`src/rtl/core/stw_pkg.sv`:
```
// ----------------------------------------------------------------------------
// stw_pkg: shared types and constants of the SIMD twister generator
// Pool geometry, lane masks, the controller-to-datapath command set and
// the 128-bit recursion used to rebuild one pool entry.
// ----------------------------------------------------------------------------
package stw_pkg;

  localparam int unsigned POOL_ENTRIES = 156;
  localparam int unsigned LANES        = 4;
  localparam int unsigned PICK_OFFSET  = 4;
  localparam int unsigned LANE_SHL     = 20;
  localparam logic [31:0] CHAIN_MUL    = 32'd1812433253;

  typedef logic [LANES-1:0][31:0] lanes_t;

  // Lane 3 first, so that lane 0 lands in the lowest 32 bits.
  localparam lanes_t LANE_MASK = {32'hedfefffd, 32'hcbfff7fe, 32'hffdff7fb, 32'hfffef7f9};

  typedef enum logic [2:0] {
    ST_IDLE,
    ST_SEED,
    ST_RG_LOAD,
    ST_RG_PREV,
    ST_RG_READ,
    ST_RG_WRITE,
    ST_RD_ISSUE,
    ST_RD_OUT
  } state_e;

  typedef enum logic [1:0] {
    RD_SEL_IDX,
    RD_SEL_TAIL,
    RD_SEL_ENTRY
  } rd_sel_e;

  typedef struct packed {
    logic    seed_load;
    logic    seed_step;
    logic    prev_load;
    logic    regen_write;
    logic    idx_clear;
    logic    word_out;
    rd_sel_e rd_sel;
  } ctrl_cmd_t;

  typedef struct packed {
    logic idx_wrapped;
    logic seed_last;
    logic regen_last;
  } dp_status_t;

  // One step of the recursion: a, a shifted up a byte, b shifted down a bit
  // and masked per lane, c down a byte and d up per lane, all XORed together.
  function automatic lanes_t twist(lanes_t a, lanes_t b, lanes_t c, lanes_t d);
    logic [127:0] av;
    logic [127:0] cv;
    lanes_t       r;
    av = a;
    cv = c;
    r  = (av << 8) ^ (cv >> 8) ^ av;
    for (int k = 0; k < LANES; k++) begin
      r[k] = r[k] ^ ((b[k] >> 1) & LANE_MASK[k]) ^ (d[k] << LANE_SHL);
    end
    return r;
  endfunction

endpackage

```
`src/rtl/core/stw_ctrl.sv`:
```
// ----------------------------------------------------------------------------
// stw_ctrl: sequencer of the SIMD twister generator
// Decodes each command beat and steps the datapath through seeding,
// pool regeneration and word read-out.
// ----------------------------------------------------------------------------
module stw_ctrl (
  input  logic                   clk_i,
  input  logic                   rst_ni,
  input  logic                   start,
  input  logic                   action_i,
  input  stw_pkg::dp_status_t    status_i,
  output logic                   busy,
  output stw_pkg::ctrl_cmd_t     cmd_o
);

  stw_pkg::state_e state_q, state_d;

  always_ff @(posedge clk_i or negedge rst_ni) begin
    if (!rst_ni) begin
      state_q <= stw_pkg::ST_IDLE;
    end else begin
      state_q <= state_d;
    end
  end

  always_comb begin
    state_d            = state_q;
    cmd_o              = '0;
    cmd_o.rd_sel       = stw_pkg::RD_SEL_IDX;
    unique case (state_q)
      stw_pkg::ST_IDLE: begin
        if (start) begin
          if (!action_i) begin
            cmd_o.seed_load = 1'b1;
            state_d         = stw_pkg::ST_SEED;
          end else if (status_i.idx_wrapped) begin
            state_d = stw_pkg::ST_RG_LOAD;
          end else begin
            // The entry at the read index is already on the read port.
            state_d = stw_pkg::ST_RD_OUT;
          end
        end
      end
      stw_pkg::ST_SEED: begin
        cmd_o.seed_step = 1'b1;
        if (status_i.seed_last) begin
          state_d = stw_pkg::ST_IDLE;
        end
      end
      stw_pkg::ST_RG_LOAD: begin
        cmd_o.rd_sel = stw_pkg::RD_SEL_TAIL;
        state_d      = stw_pkg::ST_RG_PREV;
      end
      stw_pkg::ST_RG_PREV: begin
        cmd_o.prev_load = 1'b1;
        state_d         = stw_pkg::ST_RG_READ;
      end
      stw_pkg::ST_RG_READ: begin
        cmd_o.rd_sel = stw_pkg::RD_SEL_ENTRY;
        state_d      = stw_pkg::ST_RG_WRITE;
      end
      stw_pkg::ST_RG_WRITE: begin
        cmd_o.regen_write = 1'b1;
        if (status_i.regen_last) begin
          cmd_o.idx_clear = 1'b1;
          state_d         = stw_pkg::ST_RD_ISSUE;
        end else begin
          state_d = stw_pkg::ST_RG_READ;
        end
      end
      stw_pkg::ST_RD_ISSUE: begin
        state_d = stw_pkg::ST_RD_OUT;
      end
      stw_pkg::ST_RD_OUT: begin
        cmd_o.word_out = 1'b1;
        state_d        = stw_pkg::ST_IDLE;
      end
      default: begin
        state_d = stw_pkg::ST_IDLE;
      end
    endcase
  end

  assign busy = (state_q != stw_pkg::ST_IDLE);

endmodule

```
`config.mk`:
```
export PLATFORM = sky130hd
export DESIGN_NAME = stw_ctrl
export DESIGN_NICKNAME = d
export VERILOG_FILES = /design/src/rtl/core/stw_pkg.sv /design/src/rtl/core/stw_ctrl.sv
export SDC_FILE = /design/constraint.sdc
export NUM_CORES = 1
export LEC_CHECK = 0
export BUFFER_PORTS_ARGS = -buffer_cell sky130_fd_sc_hd__buf_2
export CAP_MARGIN = 20
export CORE_AREA = 2 2 39 41
export DETAILED_ROUTE_END_ITERATION = 8
export DIE_AREA = 0 0 41 43
export SETUP_SLACK_MARGIN = 0.05
export SKIP_CTS_REPAIR_TIMING = 1
export SYNTH_ARGS = -nofsm -noshare
export SYNTH_HDL_FRONTEND = slang
export SYNTH_SLANG_ARGS = --single-unit
```
`constraint.sdc`:
```
create_clock -name clk_i -period 3.2 [get_ports clk_i]
set_input_delay 0.8 -clock clk_i [delete_from_list [all_inputs] [get_ports clk_i]]
set_output_delay 0.8 -clock clk_i [all_outputs]
set_load 0.01 [all_outputs]
```
======== Word-level counts from Yosys, hierarchy flattened ========
Cells that the tools add are included.
operators by class
  eq/ne operators ......................... 9
  muxes and demuxes ....................... 15
  reductions and logical operators ........ 3
operators with widths
  kind                count
  $pmux 3 s8          1
  $eq 3x3->1 const B  4
  $mux 3              4
  $mux 1              7
  $eq 3x2->1 const B  2
  $mux 2              2
  $ne 2x2->1 const B  2
  $pmux 2 s2          1
  $eq 3x1->1 const B  1
  $logic_not 3->1     1
  $reduce_bool 3->1   1
  $reduce_and 2->1    1
word-level totals
  flip-flop bits (word level) ............. 3
  word-level logic and storage cells ...... 28

======== Depth between registers and ports, before layout ========
Gate-level depths: netlist of the first run.
  depth in word-level cells ............... 4
  mapped depth ............................ 3
  gate-level depth less buffers ........... 2

======== Worst setup path after synthesis of the first run ========
Ideal clock, no wire load.
  path kind ............................... register -> output
  start ................................... reg state_q[2]
  end ..................................... out cmd_o[7] (netlist name)
  data arrival time ....................... 1,047 ps
  data required time ...................... 2,400 ps
  path slack .............................. 1,353 ps
  stages on the path, launching flop included .. 3
  cells stage by stage .................... dfrtp_1 or3_4 nor3b_2
RTL lines
  element                   RTL line        RTL
  start: declaration        stw_ctrl.sv:16  stw_pkg::state_e state_q, state_d;
  start signal: assignment  stw_ctrl.sv:20  state_q <= stw_pkg::ST_IDLE;
  start signal: assignment  stw_ctrl.sv:22  state_q <= state_d;
  end: declaration          stw_ctrl.sv:13  output stw_pkg::ctrl_cmd_t cmd_o

==> results of run 1 <==
cell families after synthesis:
| kind of cell | count (synthesis) | synth area share [%] |
|---|---|---|
| and+or+nand+nor | 12 | 42.3 |
| AOI/OAI and AO/OA | 6 | 19.9 |
| DFF | 3 | 29.8 |
| buffers and inverters | 3 | 7.96 |
metrics by stage:
step,cells,hold slack [ns]
2_1_floorplan,24,0.504
3_3_place_gp,53,0.599
3_5_place_dp,53,0.600
4_1_cts,57,0.351
5_1_grt,57,0.350
6_report,57,0.360
metal layers:
metal	track usage, %	vias to the layer above	routed length, microns
met5	0	-	0
met4	8.00	0	0
met3	1.57	0	39
met2	8.13	8	266
met1	9.71	105	249
li1	-	123	-
critical path: stages, from the launching register on:
cell and delay [ns]:
dfrtp_1 0.47, or3_4 0.44, nor3b_2 0.17, buf_2 0.14
Yosys cell counts:
master | n | area share [%]
and4b_4 | 1 | 5.5
nor3b_1 | 2 | 6.0
o211ai_1 | 1 | 3.0
a21boi_0 | 1 | 3.0
a21bo_2 | 1 | 4.0
nor2_1 | 1 | 1.5
nand3b_1 | 1 | 3.0
nand4bb_1 | 1 | 4.5
buf_6 | 1 | 4.5
nor3b_2 | 1 | 5.0
and2_1 | 1 | 2.5
a311o_1 | 1 | 4.0
and3_2 | 1 | 3.0
buf_2 | 1 | 2.0
and2b_1 | 1 | 3.0
and3b_2 | 1 | 4.0
inv_1 | 1 | 1.5
o21a_1 | 1 | 3.0
or3_4 | 1 | 4.5
dfrtp_1 | 3 | 30
o31ai_1 | 1 | 3.0
how the worst max path moves through the flow:
stage                     to  slack [ns]
floorplan           cmd_o[7]        1.35
global placement    cmd_o[3]        1.18
detailed placement  cmd_o[3]        1.17
CTS                 cmd_o[7]        0.94
global route        cmd_o[7]        0.88
finish              cmd_o[7]        0.95
power groups by stage:
stage | Combinational (mW) | Sequential (mW) | Clock, mW
final | 0.157 | 0.101 | 0.0650
after global routing | 0.177 | 0.106 | 0.0722
after CTS | 0.160 | 0.0996 | 0.0693
after detailed placement | 0.160 | 0.101 | 0
after global placement | 0.158 | 0.101 | 0
after floorplan | 0.145 | 0.0745 | 0
cell type report:
type,count,area [sq um],area share (%)
clock buffer,4,26.3,7.37
inverter,1,3.75,1.05
multi-input combinational,18,156,43.9
sequential,3,75.1,21.1
tap,16,20.0,5.61
timing repair buffer,15,75.1,21.1
==> flow_summary_export.csv, run 1 <==
group,metric,value,unit
outcome,status,"finished, final reports clean",
synthesis,synthesis.nets,31,
job,cap_violations,0,
power_and_ir_drop,leakagePower,0.182,nW
placement,numPortBuffers,15,
drt,wl_per_cell,9.72,microns
global_route,grt_usage,7.14,%
power_and_ir_drop,switching_share,39.0,%
min_path,min_path_type,"input pin to asynchronous set/reset pin",
die,die_area,1760,sq um
drt,drc,0,
power_and_ir_drop,power,0.322,mW
power_and_ir_drop,seqPwrFrac,31.2,%
power_and_ir_drop,peakVddDrop,0.242,mV
sta,slew_headroom,80.0,%
power_and_ir_drop,p_clk_share,20.2,%
critical_path,worstPathRequired,2.40,ns
critical_path,crit_type,"flop to output pin",
power_and_ir_drop,p_switching,0.126,mW
sta,fin_skew,0.000763,ns
global_route,grt_antenna_before_repair,0,
final_layout,mostFrequentLayoutCell,"buf_2",
synthesis,ys_types,21,
power_and_ir_drop,powerDensity,904,nW/um^2
sta,worstMarginPinSlew,0.300,ns
final_layout,syn_to_final_growth,41.8,%
critical_path,regToRegSetupSlack,1.98,ns
critical_path,startpoint,"state_q[1]$_DFFE_PN0P_",
critical_path,critPathLaunchType,"flop",
global_route,grt_max_degree,13,
cts,cts_sinks,3,
critical_path,rr_startpoint,"state_q[1]$_DFFE_PN0P_",
final_layout,final_cell_mix,"buf_2 (15), clkbuf_4 (3), dfrtp_1 (3), nor3b_1 (2)",
sta,setup_tns,0,ns
final_layout,utilization,25.8,%
synthesis,yosysSeqAreaShare,29.9,%
global_route,grt_pass1_vias,185,
final_layout,final_layout_size_suffix_gt1_share,58.5,%
drt,via_count,236,
cts,worstSkewPairLatency,0.23,ns
power_and_ir_drop,cell_internal_pwr,0.197,mW
final_layout,fin_area,357,sq um
synthesis,ys_ff_latch,3,
final_layout,reg.largest.list,"state_q x3",
placement,place_area,330,sq um
sta,finalCritPeriodShare,70.4,%
placement,hpwl,425,microns
synthesis,syn_area,251,sq um
drt,wl,554,microns
power_and_ir_drop,pwr-share-comb,48.6,%
sta,final_hold_viol_count,0,
sta,fin_ws,0.948,ns
critical_path,worstPathArrival,1.45,ns
sta,finalSetupViolations,0,
die,die_h,43,microns
final_layout,nets,49,
cts,clkTransAtPathRegs,0.04,ns
critical_path,crit-reg2reg-capture,"state_q[0]$_DFFE_PN0P_",
drt,routed_via_density,4.14,
critical_path,r2r_cells,2,
sta,fin_crit,2.25,ns
global_route,grt_first_pass_wirelength,772,microns
final_layout,top_register,"state_q",
die,die_x,41,microns
sta,grt_setup_unrepaired,"false",
cts,cts_max_path_buffers,2,
drt,drt-pass1-iter-count,3,
synthesis,synth_cells,24,
final_layout,fillers,167,
die,row_count,14,
die,initial_utilization,18.2,%
die,core-area,1380,sq um
drt,antenna_left,0,
final_layout,largest_reg_flops,3,
placement,dp_slack,1.17,ns
synthesis,syn_avg_cell_area,10.5,sq um
sta,slew_violations,0,
final_layout,n_antenna_cell,0,
cts,tritoncts,"built",
placement,place.gp.congestion,0.664,
critical_path,critical_path_peak_fanout,12,
die,io_pins,16,
drt,drt_iter0_drc,1,
critical_path,end_kind,"output pin",
sta,max_freq,444,MHz
global_route,gr-total-overflow,0,
cts,cts_max_level,1,
synthesis,yosys_warnings,0,
cts,cts.root.buffer_cell,"clkbuf_4",
cts,cts_buffers,3,
(Power assumes the default switching activity.)
==> run 2, diff against run 1 <==
--- a/config.mk
+++ b/config.mk
@@ -5,6 +5,7 @@
 export SDC_FILE = /design/constraint.sdc
 export NUM_CORES = 1
 export LEC_CHECK = 0
+export ABC_AREA = 1
 export BUFFER_PORTS_ARGS = -buffer_cell sky130_fd_sc_hd__buf_2
 export CAP_MARGIN = 20
 export CORE_AREA = 2 2 39 41
==> constraint.sdc (replaced) <==
create_clock -name clk_i -period 2.05 [get_ports clk_i]
set_input_delay 0.5125 -clock clk_i [delete_from_list [all_inputs] [get_ports clk_i]]
set_output_delay 0.5125 -clock clk_i [all_outputs]
set_load 0.01 [all_outputs]
==> flow_summary_export.csv, run 2 <==
group,metric,value,unit
global_route,grt_max_degree,8,
final_layout,nets,71,
global_route,grt_pass1_vias,297,
sta,max_freq,573,MHz
synthesis,yosysSeqAreaShare,29.3,%
cts,cts_max_level,1,
cts,worstSkewPairLatency,0.23,ns
critical_path,startpoint,"state_q[1]$_DFFE_PN0P_",
die,initial_utilization,18.5,%
sta,slew_violations,0,
final_layout,reg.largest.list,"state_q x3",
critical_path,cp_cell_sequence,"nor2_4 > nand2_2 > nor3_1 > buf_2",
critical_path,end_kind,"output pin",
cts,cts_sinks,3,
global_route,gr-total-overflow,0,
synthesis,synth_edf_count,0,
critical_path,worstPathArrival,1.23,ns
drt,via_count,311,
synthesis,synthesis.nets,51,
synthesis,ys_top_cells_by_area,"dfrtp_1 (29%), inv_1 (16%), nand2_1 (15%)",
outcome,status,"finished, final reports clean",
placement,hpwl,507,microns
cts,cts_buffers,3,
synthesis,syn_area,256,sq um
critical_path,cp_top_family,"flip-flops",
die,row_count,14,
die,die_x,41,microns
global_route,grt_first_pass_wirelength,1.06,mm
synthesis,synthArstFlopShare,100,%
final_layout,final_layout_size_suffix_gt1_share,36.5,%
cts,clkTransAtPathRegs,0.04,ns
critical_path,worst-path-stages,4,
drt,drc,0,
final_layout,final_cell_mix,"buf_2 (15), inv_1 (11), nand2_1 (10), nand3_1 (6), nor2_1 (4)",
sta,grt_setup_unrepaired,"false",
critical_path,rr_startpoint,"state_q[1]$_DFFE_PN0P_",
sta,slew_headroom,81.6,%
power_and_ir_drop,power,0.514,mW
placement,place.gp.congestion,0.766,
synthesis,synth.top_cells.by_count,"inv_1 (11), nand2_1 (10), nand3_1 (6)",
final_layout,n_antenna_cell,0,
synthesis,yosys_warnings,0,
sta,setup_tns,0,ns
placement,numPortBuffers,15,
final_layout,top_register,"state_q",
drt,wl_per_cell,8.13,microns
die,io_pins,16,
power_and_ir_drop,peakVddDrop,0.367,mV
synthesis,synth_most_common_cell,"inv_1",
critical_path,critPathLaunchType,"flop",
cts,cts.root.buffer_cell,"clkbuf_4",
power_and_ir_drop,powerDensity,1360,nW/um^2
min_path,min_path_type,"input pin to asynchronous set/reset pin",
synthesis,synth_cells,44,
critical_path,worstPathRequired,1.54,ns
global_route,grt.met1_usage,9.42,%
sta,fin_crit,1.75,ns
drt,drt-pass1-iter-count,2,
sta,fin_ws,0.304,ns
sta,worstMarginPinSlew,0.276,ns
final_layout,utilization,27.3,%
sta,fin_skew,0.000389,ns
final_layout,syn_to_final_growth,47.3,%
sta,final_hold_viol_count,0,
critical_path,regToRegSetupSlack,0.98,ns
critical_path,path_buf_inv,1,
drt,antenna_left,0,
sta,finalCritPeriodShare,85.2,%
synthesis,synth_top_area_share,29.3,%
power_and_ir_drop,leakagePower,0.262,nW
critical_path,crit_type,"flop to output pin",
critical_path,r2r_cells,6,
drt,wl,642,microns
die,die_h,43,microns
final_layout,mostFrequentLayoutCell,"buf_2",
critical_path,max_stage_delay,0.46,ns
global_route,grt_antenna_before_repair,0,
cts,tritoncts,"built",
global_route,global_route.usage.met2,13.4,%
die,core-area,1380,sq um
critical_path,crit_slowest_cell,"dfrtp_1",
cts,cts_max_path_buffers,2,
critical_path,critical_path_peak_fanout,7,
die,die_area,1760,sq um
sta,finalSetupViolations,0,
synthesis,syn_avg_cell_area,5.83,sq um
final_layout,largest_reg_flops,3,
job,cap_violations,0,
drt,drt_iter0_drc,3,
critical_path,crit-reg2reg-capture,"state_q[1]$_DFFE_PN0P_",
placement,dp_slack,0.541,ns
synthesis,ys_types,12,
global_route,met3_usage,5.24,%
synthesis,ys_ff_latch,3,
global_route,top_usage_layer,"met2",
global_route,grt_usage,9.16,%
synthesis,yosysTopAreaCell,"dfrtp_1",
drt,routed_via_density,3.94,
synthesis,ys.flop_type,"dfrtp_1",
run 2: cell count changes in the layout (fill, tap and decap cells not counted), moves of 2 or more:
cell / delta
inv_2: +2
nand3_1: +6
nor3_1: +3
nand2_1: +10
inv_1: +10
nor2_1: +3
nor3b_1: -2
run 2: report_power, final:
| group | leakage (nW) | switching (mW) | internal (mW) |
|---|---|---|---|
| Combinational | 0.210 | 0.162 | 0.107 |
| Sequential | 0.0378 | 0.0550 | 0.0853 |
| Clock | 0.0150 | 0.0320 | 0.0730 |
| Total | 0.262 | 0.249 | 0.265 |
run 2: kinds of logic (layout without fill, tap and decap cells):
group,count (synthesis),count (layout),share of synthesized area (%)
AOI/OAI and AO/OA,1,1,1.95
buffers and inverters,13,32,19.0
DFF,3,3,29.3
and+or+nand+nor,27,27,49.8
run 2: layout make-up:
type / count / area, sq um
Clock buffer: 4 / 26.3
Fill cell: 160 / 1010
Inverter: 13 / 48.8
Multi-Input combinational cell: 28 / 133
Sequential cell: 3 / 75.1
Tap cell: 16 / 20.0
Timing Repair Buffer: 15 / 75.1
run 2: through the flow:
step | area, sq um | hold slack [ns] | instances
6_report | 378 | 0.0677 | 79
5_1_grt | 378 | 0.0641 | 79
2_1_floorplan | 256 | 0.217 | 44
3_5_place_dp | 352 | 0.310 | 75
4_1_cts | 378 | 0.0604 | 79
3_3_place_gp | 352 | 0.310 | 75
run 2: worst max-delay path by stage:
stage          endpoint  slack, ns
3_3_place_gp   cmd_o[7]       0.57
2_1_floorplan  cmd_o[7]       0.57
3_5_place_dp   cmd_o[7]       0.54
6_report       cmd_o[7]       0.30
5_1_grt        cmd_o[7]       0.18
4_1_cts        cmd_o[7]       0.28
run 2: worst reg2reg max path, stage by stage (launching register included):
cell and delay (ns):
dfrtp_1 0.46, nor2_4 0.19, nand3_1 0.10, nand2_1 0.09, inv_1 0.04, nand2_1 0.05, inv_1 0.03
run 2: routing by layer:
layer  up-vias  wire [microns]  part of all wire (%)
met2        10             291                    45
met3         0              50                   7.8
met1       129             299                    47
met4         0               0                     0
met5         -               0                     0
li1        172               -                     -
==> run 3, diff against run 2 <==
--- a/config.mk
+++ b/config.mk
@@ -5,7 +5,7 @@
 export SDC_FILE = /design/constraint.sdc
 export NUM_CORES = 1
 export LEC_CHECK = 0
-export ABC_AREA = 1
+export ABC_AREA = 0
 export BUFFER_PORTS_ARGS = -buffer_cell sky130_fd_sc_hd__buf_2
 export CAP_MARGIN = 20
 export CORE_AREA = 2 2 39 41
==> flow_summary_export.csv, run 3 (synthesized netlist as in run 1, its figures left out) <==
group,metric,value,unit
sta,slew_headroom,83.3,%
die,row_count,14,
drt,wl,555,microns
sta,grt_setup_unrepaired,"false",
drt,routed_via_density,4.26,
outcome,status,"finished, final reports clean",
power_and_ir_drop,powerDensity,1410,nW/um^2
power_and_ir_drop,peakVddDrop,0.443,mV
critical_path,crit_type,"flop to output pin",
global_route,grt_pass1_vias,220,
sta,setup_tns,0,ns
drt,drc,0,
drt,via_count,243,
drt,antenna_left,0,
cts,tritoncts,"built",
sta,max_freq,519,MHz
die,io_pins,16,
cts,clkTransAtPathRegs,0.04,ns
cts,cts_max_level,1,
final_layout,fin_cells,57,
final_layout,utilization,25.9,%
cts,cts_sinks,3,
critical_path,critical_path_peak_fanout,12,
final_layout,syn_to_final_growth,42.8,%
die,die_area,1760,sq um
sta,fin_skew,0.00140,ns
global_route,grt_first_pass_wirelength,841,microns
cts,worstSkewPairLatency,0.23,ns
final_layout,final_layout_size_suffix_gt1_share,63.4,%
drt,wl_per_cell,9.74,microns
sta,finalSetupViolations,0,
drt,drt_iter0_drc,2,
placement,dp_slack,0.327,ns
die,core-area,1380,sq um
drt,drt-pass1-iter-count,3,
final_layout,top_register,"state_q",
sta,fin_crit,1.93,ns
global_route,grt_antenna_before_repair,0,
final_layout,nets,49,
final_layout,n_antenna_cell,0,
final_layout,final_cell_mix,"buf_2 (15), clkbuf_4 (3), nor3b_1 (2), dfrtp_2 (2)",
power_and_ir_drop,leakagePower,0.180,nW
placement,place.gp.congestion,0.679,
placement,place_inst,53,
critical_path,critPathLaunchType,"flop",
placement,numPortBuffers,15,
sta,worstMarginPinSlew,0.251,ns
die,die_x,41,microns
final_layout,mostFrequentLayoutCell,"buf_2",
cts,cts.root.buffer_cell,"clkbuf_4",
global_route,gr-total-overflow,0,
sta,fin_ws,0.123,ns
final_layout,reg.largest.list,"state_q x3",
critical_path,cp_cell_sequence,"or3_4 > nor3b_2 > buf_2",
min_path,min_path_type,"input pin to asynchronous set/reset pin",
critical_path,end_kind,"output pin",
sta,finalCritPeriodShare,94.0,%
sta,final_hold_viol_count,0,
critical_path,worstPathArrival,1.41,ns
final_layout,largest_reg_flops,3,
die,die_h,43,microns
critical_path,worstPathRequired,1.54,ns
critical_path,path_buf_inv,1,
critical_path,max_stage_delay,0.46,ns
final_layout,fillers,154,
job,cap_violations,0,
power_and_ir_drop,power,0.507,mW
sta,slew_violations,0,
critical_path,crit_slowest_cell,"dfrtp_2",
cts,cts_max_path_buffers,2,
final_layout,fin_area,359,sq um
global_route,grt_usage,7.45,%
critical_path,cp_top_family,"simple AND/OR/NAND/NOR gates",
global_route,grt_max_degree,13,
sta,hold_slack,0.0692,ns
cts,cts_buffers,3,
die,initial_utilization,18.2,%
placement,hpwl,430,microns
placement,place_area,330,sq um
run 3: changes by cell type in the layout (fill, tap and decap cells not counted), moves of 2 or more:
cell     previous run  this run
nor2_1              4         1
inv_1              11         1
nor3b_1             0         2
dfrtp_1             3         1
inv_2               2         0
nand2_1            10         0
nand3_1             6         0
nor3_1              3         0
dfrtp_2             0         2
run 3: path summary, 6_finish.rpt:
path,end,cells after the start,slack (ns),from
worst max-delay path,cmd_o[7],3,0.12,state_q[1]$_DFFE_PN0P_
worst min-delay path,state_q[2]$_DFFE_PN0P_,1,0.07,rst_ni
worst max register to register,state_q[0]$_DFFE_PN0P_,2,0.87,state_q[1]$_DFFE_PN0P_
worst min register to register,state_q[2]$_DFFE_PN0P_,1,0.62,state_q[1]$_DFFE_PN0P_
max in group asynchronous,state_q[1]$_DFFE_PN0P_,1,1.86,rst_ni
min in group clk_i,state_q[0]$_DFFE_PN0P_,3,0.55,status_i[1]
run 3: power breakdown:
part	leakage, nW	total [mW]	switching, mW	internal, mW
Sequential	0.0338	0.161	0.0689	0.0925
Combinational	0.131	0.244	0.0982	0.146
Clock	0.0150	0.102	0.0292	0.0729
Total	0.180	0.507	0.196	0.311
run 3: per-layer routing:
layer  up-vias  track usage, %  routed length, microns  part of all wire, %
met3         0            3.14                      52                  9.4
met4         0            8.00                       0                    0
li1        123               -                       -                    -
met5         -               0                       0                    0
met1       112            9.09                     230                   41
met2         8            8.75                     272                   49
run 3: final cells by class:
cell class | count | area (sq um) | area share (%)
clock buffer | 4 | 26.3 | 7.32
inverter | 1 | 3.75 | 1.05
multi-input combinational | 18 | 156 | 43.6
sequential | 3 | 77.6 | 21.6
tap | 16 | 20.0 | 5.57
timing repair buffer | 15 | 75.1 | 20.9
run 3: worst reg2reg max path, stage by stage (launching register included):
cell and delay (ns):
dfrtp_2 0.46, or3_4 0.42, o21a_1 0.19
